[src/hdl/prd_pkg.sv]
// ----------------------------------------------------------------------------
// Packet record deframer package
// Shared types and constants for the record deframer core.
// ----------------------------------------------------------------------------
package prd_pkg;

    localparam int HDR_LEN = 48;
    localparam int POS_W   = $clog2(HDR_LEN);
    localparam int CNT_W   = 63;

    // magic 0x50475244, stored little endian
    localparam logic [31:0] REC_MAGIC   = 32'h5047_5244;
    localparam logic [15:0] REC_VERSION = 16'd1;
    localparam logic [15:0] REC_HDR_LEN = 16'd48;

    localparam logic [15:0] CODEC0_RESET = 16'd1;
    localparam logic [15:0] CODEC1_RESET = 16'd2;

    typedef enum logic {
        OP_BYTE = 1'b0,
        OP_EOF  = 1'b1
    } opcode_t;

    typedef enum logic {
        REG_FIRST_CODEC  = 1'b0,
        REG_SECOND_CODEC = 1'b1
    } reg_index_t;

    typedef enum logic [2:0] {
        KIND_RECORD   = 3'd0,
        KIND_SUMMARY  = 3'd1,
        KIND_BAD_HDR  = 3'd2,
        KIND_OVERSIZE = 3'd3,
        KIND_BAD_META = 3'd4
    } kind_t;

    typedef enum logic [1:0] {
        PH_HEADER  = 2'd0,
        PH_PAYLOAD = 2'd1,
        PH_HALTED  = 2'd2
    } phase_t;

    typedef struct packed {
        kind_t              kind;
        logic [CNT_W-1:0]   record_offset;
        logic [CNT_W-1:0]   payload_length;
        logic [31:0]        track_number;
        logic [15:0]        codec_code;
        logic [15:0]        flag_bits;
        logic [63:0]        presentation_time;
        logic [63:0]        decode_time;
        logic [63:0]        duration_time;
        logic [CNT_W-1:0]   recovered_length;
        logic [CNT_W-1:0]   trailing_length;
        logic [CNT_W-1:0]   record_total;
    } result_t;

endpackage

[src/hdl/packet_record_deframer_core.sv]
// ----------------------------------------------------------------------------
// Packet record deframer core
// Splits a packet record byte stream into index, error and summary results.
// ----------------------------------------------------------------------------
// Input channel (in_valid/in_ready): one beat is a file byte (opcode 0) or an
// end-of-file marker (opcode 1). Output channel (out_valid/out_ready): one beat
// per result. A result is registered in the cycle after the beat that causes it: the
// last header byte of a bad, oversized or empty-payload record, the last
// payload byte of a record, or the end-of-file beat.
// Throughput is one input beat per cycle while in_ready is high; the work for a
// beat is done in the cycle it is taken and lands in the single output register.
// in_ready drops only while the output register holds a result that the
// receiver is stalling; a free or draining output register keeps input flowing.
// The 48 header bytes go through a shift line and sit at fixed taps once the
// header is complete, where they stay until the payload is done.
// Reset clears the parse state and counters and loads the codec registers with
// 1 and 2. After an error result the core drops bytes (still counting them)
// until end of file; the summary beat also clears the stream state.
// wr_en/wr_index/wr_data write a codec register in the cycle wr_en is high.
// ----------------------------------------------------------------------------
module packet_record_deframer_core
(
    input  logic                clk,
    input  logic                rst_n,

    input  logic                wr_en,
    input  logic                wr_index,
    input  logic [15:0]         wr_data,

    input  logic                in_valid,
    output logic                in_ready,
    input  logic                opcode,
    input  logic [7:0]          data_byte,

    output logic                out_valid,
    input  logic                out_ready,
    output logic [2:0]          result_kind,
    output logic [62:0]         record_offset,
    output logic [62:0]         payload_length,
    output logic [31:0]         track_number,
    output logic [15:0]         codec_code,
    output logic [15:0]         flag_bits,
    output logic signed [63:0]  presentation_time,
    output logic signed [63:0]  decode_time,
    output logic signed [63:0]  duration_time,
    output logic [62:0]         recovered_length,
    output logic [62:0]         trailing_length,
    output logic [62:0]         record_total
);

    localparam int HL   = prd_pkg::HDR_LEN;
    localparam int PW   = prd_pkg::POS_W;
    localparam int CW   = prd_pkg::CNT_W;

    logic [15:0]            codec0_reg;
    logic [15:0]            codec1_reg;

    prd_pkg::phase_t        phase_reg, phase_next;
    logic [PW-1:0]          pos_reg, pos_next;
    logic [7:0]             hdr_reg [HL];
    logic [7:0]             hdr_view [HL];
    logic [CW-1:0]          remain_reg, remain_next;
    logic [CW-1:0]          offset_reg, offset_next;
    logic [CW-1:0]          start_reg, start_next;
    logic [CW-1:0]          recov_reg, recov_next;
    logic [CW-1:0]          count_reg, count_next;
    logic                   meta_bad_reg, meta_bad_next;

    logic                   out_valid_reg;
    prd_pkg::result_t       out_reg;
    prd_pkg::result_t       res;
    logic                   res_valid;

    logic                   in_fire;
    logic                   is_byte;
    logic                   shift_en;

    logic [31:0]            f_magic;
    logic [15:0]            f_version;
    logic [15:0]            f_hlen;
    logic [31:0]            f_track;
    logic [15:0]            f_codec;
    logic [15:0]            f_flags;
    logic [63:0]            f_pts;
    logic [63:0]            f_dts;
    logic [63:0]            f_dur;
    logic [63:0]            f_plen;
    logic                   meta_bad_now;

    assign in_ready = !out_valid_reg || out_ready;
    assign in_fire  = in_valid && in_ready;
    assign is_byte  = (prd_pkg::opcode_t'(opcode) == prd_pkg::OP_BYTE);
    assign shift_en = in_fire && is_byte && (phase_reg == prd_pkg::PH_HEADER);

    // header as it stands after this beat; byte i of the header at tap i
    always_comb
    begin
        for (int i = 0; i < HL; i++)
        begin
            if (!shift_en)
                hdr_view[i] = hdr_reg[i];
            else if (i == HL - 1)
                hdr_view[i] = data_byte;
            else
                hdr_view[i] = hdr_reg[i + 1];
        end
    end

    assign f_magic   = {hdr_view[3], hdr_view[2], hdr_view[1], hdr_view[0]};
    assign f_version = {hdr_view[5], hdr_view[4]};
    assign f_hlen    = {hdr_view[7], hdr_view[6]};
    assign f_track   = {hdr_view[11], hdr_view[10], hdr_view[9], hdr_view[8]};
    assign f_codec   = {hdr_view[13], hdr_view[12]};
    assign f_flags   = {hdr_view[15], hdr_view[14]};
    assign f_pts     = {hdr_view[23], hdr_view[22], hdr_view[21], hdr_view[20],
                        hdr_view[19], hdr_view[18], hdr_view[17], hdr_view[16]};
    assign f_dts     = {hdr_view[31], hdr_view[30], hdr_view[29], hdr_view[28],
                        hdr_view[27], hdr_view[26], hdr_view[25], hdr_view[24]};
    assign f_dur     = {hdr_view[39], hdr_view[38], hdr_view[37], hdr_view[36],
                        hdr_view[35], hdr_view[34], hdr_view[33], hdr_view[32]};
    assign f_plen    = {hdr_view[47], hdr_view[46], hdr_view[45], hdr_view[44],
                        hdr_view[43], hdr_view[42], hdr_view[41], hdr_view[40]};

    assign meta_bad_now = (f_track == 32'd0) ||
                          ((f_codec != codec0_reg) && (f_codec != codec1_reg));

    // config registers
    always_ff @(posedge clk or negedge rst_n)
    begin
        if (!rst_n)
        begin
            codec0_reg <= prd_pkg::CODEC0_RESET;
            codec1_reg <= prd_pkg::CODEC1_RESET;
        end
        else if (wr_en)
        begin
            unique case (prd_pkg::reg_index_t'(wr_index))
                prd_pkg::REG_FIRST_CODEC:  codec0_reg <= wr_data;
                prd_pkg::REG_SECOND_CODEC: codec1_reg <= wr_data;
                default:                   codec0_reg <= codec0_reg;
            endcase
        end
    end

    // next state and result
    always_comb
    begin
        phase_next    = phase_reg;
        pos_next      = pos_reg;
        remain_next   = remain_reg;
        offset_next   = offset_reg;
        start_next    = start_reg;
        recov_next    = recov_reg;
        count_next    = count_reg;
        meta_bad_next = meta_bad_reg;
        res_valid     = 1'b0;

        res                   = '0;
        res.kind              = prd_pkg::KIND_RECORD;
        res.record_offset     = start_reg;
        res.payload_length    = f_plen[CW-1:0];
        res.track_number      = f_track;
        res.codec_code        = f_codec;
        res.flag_bits         = f_flags;
        res.presentation_time = f_pts;
        res.decode_time       = f_dts;
        res.duration_time     = f_dur;

        if (in_fire && !is_byte)
        begin
            res                  = '0;
            res.kind             = prd_pkg::KIND_SUMMARY;
            res.recovered_length = recov_reg;
            res.trailing_length  = offset_reg - recov_reg;
            res.record_total     = count_reg;
            res_valid            = 1'b1;
            phase_next           = prd_pkg::PH_HEADER;
            pos_next             = '0;
            remain_next          = '0;
            offset_next          = '0;
            start_next           = '0;
            recov_next           = '0;
            count_next           = '0;
            meta_bad_next        = 1'b0;
        end
        else if (in_fire)
        begin
            offset_next = offset_reg + CW'(1);
            unique case (phase_reg)
                prd_pkg::PH_HEADER:
                begin
                    if (pos_reg != PW'(HL - 1))
                        pos_next = pos_reg + PW'(1);
                    else
                    begin
                        pos_next  = '0;
                        res_valid = 1'b1;
                        if (f_magic != prd_pkg::REC_MAGIC ||
                            f_version != prd_pkg::REC_VERSION ||
                            f_hlen != prd_pkg::REC_HDR_LEN)
                        begin
                            res.kind   = prd_pkg::KIND_BAD_HDR;
                            phase_next = prd_pkg::PH_HALTED;
                        end
                        else if (f_plen[63])
                        begin
                            res.kind   = prd_pkg::KIND_OVERSIZE;
                            phase_next = prd_pkg::PH_HALTED;
                        end
                        else
                        begin
                            meta_bad_next = meta_bad_now;
                            if (f_plen[CW-1:0] != '0)
                            begin
                                res_valid   = 1'b0;
                                remain_next = f_plen[CW-1:0];
                                phase_next  = prd_pkg::PH_PAYLOAD;
                            end
                            else if (meta_bad_now)
                            begin
                                res.kind   = prd_pkg::KIND_BAD_META;
                                phase_next = prd_pkg::PH_HALTED;
                            end
                            else
                            begin
                                recov_next = offset_next;
                                start_next = offset_next;
                                count_next = count_reg + CW'(1);
                                phase_next = prd_pkg::PH_HEADER;
                            end
                        end
                    end
                end
                prd_pkg::PH_PAYLOAD:
                begin
                    remain_next = remain_reg - CW'(1);
                    if (remain_reg == CW'(1))
                    begin
                        res_valid = 1'b1;
                        if (meta_bad_reg)
                        begin
                            res.kind   = prd_pkg::KIND_BAD_META;
                            phase_next = prd_pkg::PH_HALTED;
                        end
                        else
                        begin
                            recov_next = offset_next;
                            start_next = offset_next;
                            count_next = count_reg + CW'(1);
                            pos_next   = '0;
                            phase_next = prd_pkg::PH_HEADER;
                        end
                    end
                end
                default:
                begin
                    phase_next = phase_reg;
                end
            endcase
        end
    end

    always_ff @(posedge clk or negedge rst_n)
    begin
        if (!rst_n)
            phase_reg <= prd_pkg::PH_HEADER;
        else
            phase_reg <= phase_next;
    end

    always_ff @(posedge clk or negedge rst_n)
    begin
        if (!rst_n)
        begin
            pos_reg      <= '0;
            remain_reg   <= '0;
            offset_reg   <= '0;
            start_reg    <= '0;
            recov_reg    <= '0;
            count_reg    <= '0;
            meta_bad_reg <= 1'b0;
        end
        else
        begin
            pos_reg      <= pos_next;
            remain_reg   <= remain_next;
            offset_reg   <= offset_next;
            start_reg    <= start_next;
            recov_reg    <= recov_next;
            count_reg    <= count_next;
            meta_bad_reg <= meta_bad_next;
        end
    end

    // header shift line, no reset
    always_ff @(posedge clk)
    begin
        for (int i = 0; i < HL; i++)
            hdr_reg[i] <= hdr_view[i];
    end

    // output register
    always_ff @(posedge clk or negedge rst_n)
    begin
        if (!rst_n)
            out_valid_reg <= 1'b0;
        else if (in_fire && res_valid)
            out_valid_reg <= 1'b1;
        else if (out_ready)
            out_valid_reg <= 1'b0;
    end

    always_ff @(posedge clk)
    begin
        if (in_fire && res_valid)
            out_reg <= res;
    end

    assign out_valid         = out_valid_reg;
    assign result_kind       = out_reg.kind;
    assign record_offset     = out_reg.record_offset;
    assign payload_length    = out_reg.payload_length;
    assign track_number      = out_reg.track_number;
    assign codec_code        = out_reg.codec_code;
    assign flag_bits         = out_reg.flag_bits;
    assign presentation_time = out_reg.presentation_time;
    assign decode_time       = out_reg.decode_time;
    assign duration_time     = out_reg.duration_time;
    assign recovered_length  = out_reg.recovered_length;
    assign trailing_length   = out_reg.trailing_length;
    assign record_total      = out_reg.record_total;

endmodule

[config.mk]
export PLATFORM = sky130hd
export DESIGN_NAME = packet_record_deframer_core
export DESIGN_NICKNAME = d
export VERILOG_FILES = /design/src/hdl/prd_pkg.sv /design/src/hdl/packet_record_deframer_core.sv
export SDC_FILE = /design/constraint.sdc
export NUM_CORES = 2
export LEC_CHECK = 0
export BUFFER_PORTS_ARGS = -buffer_cell sky130_fd_sc_hd__buf_2
export CORE_MARGIN = 2
export CORE_UTILIZATION = 50
export CTS_BUF_LIST = sky130_fd_sc_hd__clkbuf_2 sky130_fd_sc_hd__clkbuf_4 sky130_fd_sc_hd__clkbuf_8
export CTS_CLUSTER_SIZE = 16
export DETAILED_ROUTE_END_ITERATION = 8
export PLACE_DENSITY = 0.73
export SLEW_MARGIN = 10
export SYNTH_ARGS = -nofsm -noshare
export SYNTH_HDL_FRONTEND = slang
export SYNTH_SLANG_ARGS = --single-unit
[constraint.sdc]
create_clock -name clk -period 28 [get_ports clk]
set_input_delay 7 -clock clk [delete_from_list [all_inputs] [get_ports clk]]
set_output_delay 7 -clock clk [all_outputs]
set_load 0.02 [all_outputs]
==> out/results.ini <==
[status]
run_status=finished, final reports clean

[power_and_ir_drop]
post-layout-total-power_mw=5.84
irDropWorstVdd_mv=0.0495
clkPwrFrac_pct=28.6
logic_pwr_share_pct=31.1
switchingPower_mw=2.16
seq_pwr_share_pct=40.3
power.internal_mw=3.69
power_per_cell_area_mw_per_mm2=94.1
switching_share_pct=36.9
p_leak_nw=27.1

[final_layout]
max_ffs_per_register=384
seqCellArea_mm2=0.0323
leading_cell_type_in_the_layout_fill_and_taps_excluded=sky130_fd_sc_hd__nand2_1
layout-drive-gt1-share_pct=17.2
area.growth.synth_to_final_pct=15.7
num-nets-final=6078
multi_input_comb_area_mm2=0.0196
final.fill_count=8988
final_cell_mix=sky130_fd_sc_hd__nand2_1 (1193), sky130_fd_sc_hd__buf_2 (605), sky130_fd_sc_hd__edfxtp_1 (574)
final_standard_cell_count_with_taps_included_and_fillers_excluded=7566

[routing]
first_pass_iteration_count_of_the_detailed_router=7
dr.first_iter.drc_count=4793
wl_per_cell_um=19.9
antenna_left=0
detail_route.drc_violations=0
viasPerCell=5.61
postRouteWirelength_um=150000
dr_vias=42500

[logic_synthesis]
ys_seq_elements=1252
number_of_enable_type_register_cells_in_the_synthesized_netlist=574
ys.warnings.count=0
synth_cell_types=86
ys_dominant_reg_cell=sky130_fd_sc_hd__edfxtp_1
postSynth.asyncResetShare_pct=23.5
syn_area_mm2=0.0537
number_of_nets_produced_by_synthesis=5531
synthCells=5432
syn_area_per_cell_um2=9.88
ys_seq_area_share_pct=60.2

[critical_path]
worst_ep_required_time_ns=21.00
critPathLaunchType=primary input
rr_startpoint=out_valid
critical_path_peak_fanout=11
worstSetupEndpointType=output port
critPathLaunch=out_ready
criticalPathCategory=primary input to output port
crit_arrival_ns=8.40

[clocking]
ctsHtreeMaxLevel=4
cts_tree=built
cts_post_setup_buffers_inserted=0
insertion_delay_of_the_later_clocked_pin_in_the_worst_skew_pair_ns=0.91
max-clock-path-buffers=3
hold_fix_buffers_cts=0
clk_root_buffer_cell=sky130_fd_sc_hd__clkbuf_8
clock_buffers_created_by_tritoncts=198
cts_resized=0
cts.reportedPaths.clkPinSlew_ns=0.06
numClockSinks=1252

[floorplanning]
die-area_mm2=0.110
die_height_um=332
io_pins=607
die_width_um=332
initial_cell_density_of_the_core_pct=50.3
row_count=120
core-area_mm2=0.107

[timing]
final.setup.worst_slack_ns=12.60
clock_skew_ns=0.0638
grt_setup_unrepaired=false
final-hold-violation-count=0
pins_over_slew_limit=0
slew_headroom_pct=16.5
setup_viol=0
tightest_slew_ns=1.25
fmaxAchievable_mhz=64.9
setup_total_negative_slack_ns=0
final_min_period_over_clock_period_pct=55.0
post-route-min-period_ns=15.40
fin_hold_ws_ns=0.444

[hold_path]
timing.hold.worst.start=hdr_reg[0][68]
hp-class=flip-flop to flip-flop

[global_route]
grt_pass1_vias=39500
gr-usage-all-layers_pct=26.6
antenna_found_initial=21
grt_first_pass_wirelength_um=230000
largest_net_degree_at_the_start_of_global_routing=207
grt.overflow.total=0

[run]
cap_violations=0

[place]
detailedPlace.worstSlack_ns=12.65
post-place-cells=7182
place_congestion=0.894
place.port_buffers=606
place.detailed.hpwl_um=103000

==> power by group through the flow <==
stage | combinational [mW] | clock, mW | sequential (mW)
6_report | 1.82 | 1.67 | 2.35
3_3_place_gp | 1.74 | 0 | 2.38
4_1_cts | 1.78 | 1.70 | 2.35
5_1_grt | 1.98 | 1.78 | 2.38
2_1_floorplan | 1.20 | 0 | 2.41
3_5_place_dp | 1.77 | 0 | 2.38
==> cell type report <==
class | instances | share of cell area, %
sequential | 1252 | 52.0
timing repair buffer | 645 | 5.47
multi-input combinational | 3688 | 31.5
clock buffer | 312 | 6.06
inverter | 194 | 1.17
clock inverter | 58 | 0.899
tap | 1403 | 2.83
antenna | 14 | 0.0564
==> cells in the mapped netlist, types with 6 or more instances <==
cell type	instances	area [µm²]
sky130_fd_sc_hd__nor3_1	90	450
sky130_fd_sc_hd__or4_1	22	165
sky130_fd_sc_hd__a21o_1	35	263
sky130_fd_sc_hd__or3_1	36	225
sky130_fd_sc_hd__buf_1	25	93.8
sky130_fd_sc_hd__nor4bb_1	10	100
sky130_fd_sc_hd__nor2_1	529	1990
sky130_fd_sc_hd__clkbuf_1	260	976
sky130_fd_sc_hd__o21a_1	11	82.6
sky130_fd_sc_hd__buf_2	9	45.0
sky130_fd_sc_hd__nor4_1	81	507
sky130_fd_sc_hd__nand2_1	1195	4490
sky130_fd_sc_hd__dfxtp_1	384	7690
sky130_fd_sc_hd__o21ai_0	299	1500
sky130_fd_sc_hd__ha_1	67	838
sky130_fd_sc_hd__and3_1	39	244
sky130_fd_sc_hd__and2_1	92	576
sky130_fd_sc_hd__a211oi_1	14	105
sky130_fd_sc_hd__xnor2_1	101	885
sky130_fd_sc_hd__nor4b_1	19	166
sky130_fd_sc_hd__a31oi_1	40	250
sky130_fd_sc_hd__o211ai_1	20	150
sky130_fd_sc_hd__nand3_1	114	571
sky130_fd_sc_hd__a221oi_1	7	61.3
sky130_fd_sc_hd__a22oi_1	8	60.1
sky130_fd_sc_hd__or2_2	8	50.1
sky130_fd_sc_hd__o22ai_1	12	75.1
sky130_fd_sc_hd__edfxtp_1	574	17200
sky130_fd_sc_hd__mux2i_1	86	861
sky130_fd_sc_hd__inv_1	194	728
sky130_fd_sc_hd__nor2b_1	24	150
sky130_fd_sc_hd__a21oi_1	432	2160
sky130_fd_sc_hd__nand2b_1	18	113
sky130_fd_sc_hd__a2111oi_0	9	78.8
sky130_fd_sc_hd__nand4_1	53	332
sky130_fd_sc_hd__dfrtp_1	292	7310
sky130_fd_sc_hd__o21bai_1	12	90.1
sky130_fd_sc_hd__o31ai_1	23	173
sky130_fd_sc_hd__mux2_2	30	338
sky130_fd_sc_hd__and4_1	10	87.6
sky130_fd_sc_hd__o2111ai_1	6	52.6
sky130_fd_sc_hd__xor2_1	62	543
==> cell families after synthesis <==
kind of cell	after synthesis	synth area share (%)
simple gates	2362	19.4
mux	116	2.23
compound gates	979	10.4
flops	1252	60.2
fa+ha+maj	68	1.60
xor+xnor	163	2.66
buf+inv	492	3.50
==> through the flow <==
step	cell area, µm²	util, %
3_5_place_dp	57700	54.1
5_1_grt	62100	58.1
3_3_place_gp	57700	54.1
2_1_floorplan	53700	-
4_1_cts	62000	58.1
6_report	62100	58.2
==> layer usage <==
metal  vias up  global-route usage, %  part of all wire (%)
li1      20000                      -                     -
met1     20400                   37.8                    43
met2      1761                   39.4                    45
met3       303                   5.74                   8.5
met4        10                   11.4                   3.9
met5         -                      0                 0.042
==> worst max-delay path, cell delays in order <==
cell                      delay (ns)
sky130_fd_sc_hd__buf_2          0.13
sky130_fd_sc_hd__nor2b_1        0.53
sky130_fd_sc_hd__inv_1          0.42
sky130_fd_sc_hd__buf_2          0.31
==> worst paths after layout <==
path	to	slack, ns	cells past startpoint
worst min-delay path	hdr_reg[0][60]	0.44	2
min in group asynchronous	remain_reg[43]	6.15	1
worst min register to register	hdr_reg[0][60]	0.44	2
worst max register to register	payload_length[50]	20.64	13
max in group asynchronous	recov_reg[58]	19.67	3
worst max-delay path	in_ready	12.60	4
(Power assumes the default switching activity.)
